File: src/ffba_pkg.sv
// Shared types, codes and defaults for the first-fit block allocator.
package ffba_pkg;

  localparam int MAX_BLOCKS_DEF   = 64;
  localparam int HEADER_BYTES_DEF = 16;
  localparam int OFFSET_BITS_DEF  = 24;

  localparam int REQ_W  = 24;
  localparam int ADDR_W = 32;
  localparam int LIM_W  = 24;
  localparam int CFG_IDX_W = 2;

  localparam logic FUNC_ALLOC = 1'b0;
  localparam logic FUNC_FREE  = 1'b1;

  localparam logic [1:0] ST_OK         = 2'd0;
  localparam logic [1:0] ST_NO_SPACE   = 2'd1;
  localparam logic [1:0] ST_UNKNOWN    = 2'd2;
  localparam logic [1:0] ST_TABLE_FULL = 2'd3;

  localparam logic [CFG_IDX_W-1:0] REG_HEAP_BASE  = 2'd0;
  localparam logic [CFG_IDX_W-1:0] REG_HEAP_LIMIT = 2'd1;

  localparam logic [LIM_W-1:0] HEAP_LIMIT_RST = 24'hFF_FFFF;

  // Search probe handed from cell to cell
  typedef struct packed {
    logic              active;
    logic              func;
    logic              hit;
    logic [REQ_W-1:0]  req;
    logic [ADDR_W-1:0] target;
  } probe_t;

endpackage

File: src/ffba_cell.sv
// One table entry of the allocator: holds a block and checks the passing probe.
module ffba_cell import ffba_pkg::*; #(
  parameter int MaxBlocks  = MAX_BLOCKS_DEF,
  parameter int OffsetBits = OFFSET_BITS_DEF,
  parameter int Index      = 0
) (
  input  logic                             clk,
  input  logic                             rst,
  input  logic [$clog2(MaxBlocks+1)-1:0]   count,
  input  logic                             wr_en,
  input  logic [$clog2(MaxBlocks)-1:0]     wr_idx,
  input  logic [OffsetBits-1:0]            wr_offset,
  input  logic [REQ_W-1:0]                 wr_size,
  input  probe_t                           probe_in,
  input  logic [OffsetBits-1:0]            hit_off_in,
  output probe_t                           probe_out,
  output logic [OffsetBits-1:0]            hit_off_out
);

  localparam int IdxW = $clog2(MaxBlocks);
  localparam int CntW = $clog2(MaxBlocks + 1);
  localparam logic [IdxW-1:0] MyIdx = IdxW'(Index);
  localparam logic [CntW-1:0] MyCnt = CntW'(Index);

  logic [OffsetBits-1:0] offset;
  logic [REQ_W-1:0]      size;
  logic                  free;
  logic                  in_range;
  logic                  fits;
  logic                  match;
  probe_t                probe_next;

  assign in_range = MyCnt < count;
  assign fits = (probe_in.func == FUNC_ALLOC) ? (free && (size >= probe_in.req))
                                              : (ADDR_W'(offset) == probe_in.target);
  assign match = probe_in.active && !probe_in.hit && in_range && fits;

  always_comb begin
    probe_next     = probe_in;
    probe_next.hit = probe_in.hit | match;
  end

  always_ff @(posedge clk) begin
    if (wr_en && (wr_idx == MyIdx)) begin
      offset <= wr_offset;
      size   <= wr_size;
      free   <= 1'b0;
    end else if (match) begin
      free <= (probe_in.func == FUNC_FREE);
    end
  end

  always_ff @(posedge clk) begin
    if (rst) begin
      probe_out <= '0;
    end else begin
      probe_out <= probe_next;
    end
  end

  always_ff @(posedge clk) begin
    hit_off_out <= match ? offset : hit_off_in;
  end

endmodule

File: config.mk
export PLATFORM = sky130hd
export DESIGN_NAME = ffba_cell
export DESIGN_NICKNAME = d
export VERILOG_FILES = /design/src/ffba_pkg.sv /design/src/ffba_cell.sv
export SDC_FILE = /design/constraint.sdc
export NUM_CORES = 1
export LEC_CHECK = 0
export ABC_AREA = 1
export BUFFER_PORTS_ARGS = -buffer_cell sky130_fd_sc_hd__buf_4
export CAP_MARGIN = 20
export CORE_ASPECT_RATIO = 0.8
export CORE_MARGIN = 4
export CORE_UTILIZATION = 30
export CTS_CLUSTER_SIZE = 14
export DETAILED_ROUTE_END_ITERATION = 12
export PLACE_DENSITY_LB_ADDON = 0.08
export SYNTH_ARGS = -nofsm -noshare
export SYNTH_HDL_FRONTEND = slang
export SYNTH_SLANG_ARGS = --single-unit
File: constraint.sdc
create_clock -name clk -period 4.9 [get_ports clk]
set_input_delay 1.47 -clock clk [delete_from_list [all_inputs] [get_ports clk]]
set_output_delay 1.47 -clock clk [all_outputs]
set_load 0.05 [all_outputs]
==> impl_metrics.csv <==
group,metric,value,unit
status,outcome,"finished clean",
placed_design,dp_hpwl,10200,microns
timing,setup_viol,0,
logic_synthesis,yosysTopAreaCell,"dfxtp_1",
critical_path,critPathSlowestCell,"nand2_2",
logic_synthesis,avgSynthCellArea,9.43,sq um
critical_path,path_buf_inv,3,
logic_synthesis,synth_cell_types,25,
logic_synthesis,ys.flop_type,"dfxtp_1",
die,pin_count,230,
clock_tree,post_cts.repair.setup_buffers,0,
logic_synthesis,seq_area_frac_synth,62.0,%
critical_path,cp-end-kind,"flop",
placed_design,port_buffers,229,
timing,rsz0062_at_grt,"no",
critical_path,crit_chain,"buf_4, inv_1, ha_1, a21oi_1, o21ai_0, nor2_1, nand3_1, nand2_1, nand2_1, nand2_2, buf_4, nand2_1, o21ai_1",
logic_synthesis,synth_area,5030,sq um
placed_design,pre_cts_ws,1.07,ns
logic_synthesis,ys_warn_count,0,
timing,min_period,3.34,ns
logic_synthesis,ys_top_cells_by_area,"dfxtp_1 (33%), edfxtp_1 (29%), nand2_1 (9.7%)",
die,fp.dieArea,18900,sq um
grt,grt_max_degree,60,
timing,fin_skew,0.00828,ns
critical_path,start_kind,"input port",
route,routedWlPerCell,13.1,microns
logic_synthesis,synth_enable_flop_cells,48,
critical_path,critPathMostFrequentCell,"nand2_1",
route,wl,13200,microns
placed_design,place_congestion,0.756,
grt,overflow,0,
route,viasPerCell,4.00,
grt,grt_antenna_before_repair,0,
die,row_count,42,
clock_tree,clock_sink_count,132,
die,die_y,124,microns
timing,min_period_over_period,68.2,%
timing,fmax,299,MHz
clock_tree,cts_buffers,17,
clock_tree,hold_buffers,0,
critical_path,max_stage_delay,0.53,ns
power,p_leak,0.00384,uW
power,power.density,380,nW/um^2
finish,drive_gt1_share,35.7,%
critical_path,path_class,"input port to flop",
die,core,16500,sq um
timing,whs,0.466,ns
clock_tree,ctsLongestPathBuffers,2,
critical_path,cp_top_family,"simple AND/OR/NAND/NOR gates",
critical_path,arrival,3.68,ns
logic_synthesis,netlist_instances,534,
timing,drv_slew,0,
logic_synthesis,synth_seq_cells,132,
power,ir_drop,0.000219,V
logic_synthesis,synth_fp_nets,705,
die,start_util,30.5,%
power,power.total,2880,uW
route,drtIter0Drc,150,
clock_tree,clkLatencyLatePin,0.41,ns
timing,hold_violations,0,
min_path,hp-class,"flop to flop",
timing,tightest_slew,0.692,ns
clock_tree,cts_tree,"built",
finish,nets,943,
finish,synthToLayoutAreaGrowth,50.3,%
run,maxCapViolCount,0,
timing,maxSlewHeadroom,53.9,%
route,dr.pass1.iters,4,
critical_path,crit_fanout,26,
clock_tree,ctsResizeCount,0,
timing,fin_tns_setup,0,ns
critical_path,crit_required,5.24,ns
grt,grt_pass1_vias,3979,
clock_tree,cts-root-buf,"clkbuf_16",
timing,worst_slack,1.56,ns
route,route.detailed.drc,0,
logic_synthesis,synth-async-reset-ratio,0,%
grt,track_usage,13.7,%
grt,grt_pass1_wl,19600,microns
finish,diodes,0,
die,die_w,153,microns
route,ant_nets,0,
logic_synthesis,synth_top_area_share,33.4,%
clock_tree,h-tree-depth,4,
route,vias,4019,
clock_tree,clk_pin_slew,0.05,ns
-- sequential cells by signal, indices dropped and copies added (netlist names) --
signal and cells:
free 1, offset 24, probe_out 59, hit_off_out 24
size 24
-- power by group --
part           switching [uW]  total [uW]  internal (uW)
Sequential               12.7        1190           1180
Clock                     449        1290            840
Combinational             240         398            158
-- per-stage QoR --
stage / instances / util, % / instance area (sq um)
floorplan: 534 / - / 5030
global placement: 973 / 42.2 / 6970
detailed placement: 973 / 42.2 / 6970
CTS: 1005 / 45.9 / 7570
global route: 1005 / 45.9 / 7570
finish: 1005 / 45.9 / 7570
-- per-layer routing --
layer  part of all wire (%)  vias to the layer above  GRT usage [%]
li1                       -                     2119              -
met1                     43                     1759           16.7
met2                     47                      132           21.8
met3                    8.4                        9           6.11
met4                    1.0                        0           4.84
met5                      0                        -              0
-- final timing paths --
check / from / endpoint / slack [ns] / cells after the start
max: probe_in[53] / hit_off_out[12]$_DFF_P_ / 1.56 / 13
min: free$_SDFFE_PP0P_ / free$_SDFFE_PP0P_ / 0.47 / 2
max reg2reg: size[19]$_DFFE_PP_ / hit_off_out[23]$_DFF_P_ / 2.37 / 13
min reg2reg: free$_SDFFE_PP0P_ / free$_SDFFE_PP0P_ / 0.47 / 2
-- final cells by class --
type,count,area [sq um]
inverter,93,349
clock buffer,19,433
clock inverter,13,165
sequential,132,3120
fill,1630,8930
tap,220,275
timing repair buffer,231,1730
multi-input combinational,297,1490
-- cell families after synthesis --
| group | synth area share (%) |
|---|---|
| AO/OA/AOI/OAI | 4.52 |
| XOR/XNOR | 0.522 |
| adder cells (fa/ha/maj) | 5.96 |
| buffers and inverters | 8.42 |
| flip-flops | 62.0 |
| AND/OR/NAND/NOR | 18.5 |
-- worst min-delay path, stage by stage, from the launching register on --
cell and delay, ns:
dfxtp_1 0.31, nand2_1 0.06, a21oi_1 0.05
-- Yosys cell counts (all sizes together), types with 3 or more instances --
cell type,count
nand4,3
inv,93
a21oi,10
edfxtp,48
buf,5
ha,24
nor2,85
xnor2,3
clkbuf,7
dfxtp,84
nand3,9
nand2,136
o21ai,22
-- cell usage in the layout, fill, tap and decap left out --
cell type | synthesis | layout
buf_4 | 0 | 231
nand2_1 | 130 | 130
inv_1 | 88 | 88
nor2_1 | 84 | 84
dfxtp_1 | 84 | 84
edfxtp_1 | 48 | 48
ha_1 | 24 | 24
clkbuf_16 | 0 | 17
o21ai_2 | 11 | 11
o21ai_1 | 10 | 10
nand3_1 | 9 | 9
a21oi_1 | 9 | 9
nand2_2 | 6 | 6
clkinv_1 | 0 | 6
inv_2 | 5 | 5
bufinv_16 | 0 | 4
xnor2_1 | 3 | 3
nand4_1 | 3 | 3
clkinvlp_4 | 0 | 3
clkbuf_1 | 7 | 2
nor3_1 | 1 | 1
nor2_4 | 1 | 1
o21a_1 | 1 | 1
a21o_1 | 1 | 1
o21ai_0 | 1 | 1
nor4_1 | 1 | 1
and3_2 | 0 | 1
a21oi_4 | 1 | 1
(Power assumes the default switching activity.)
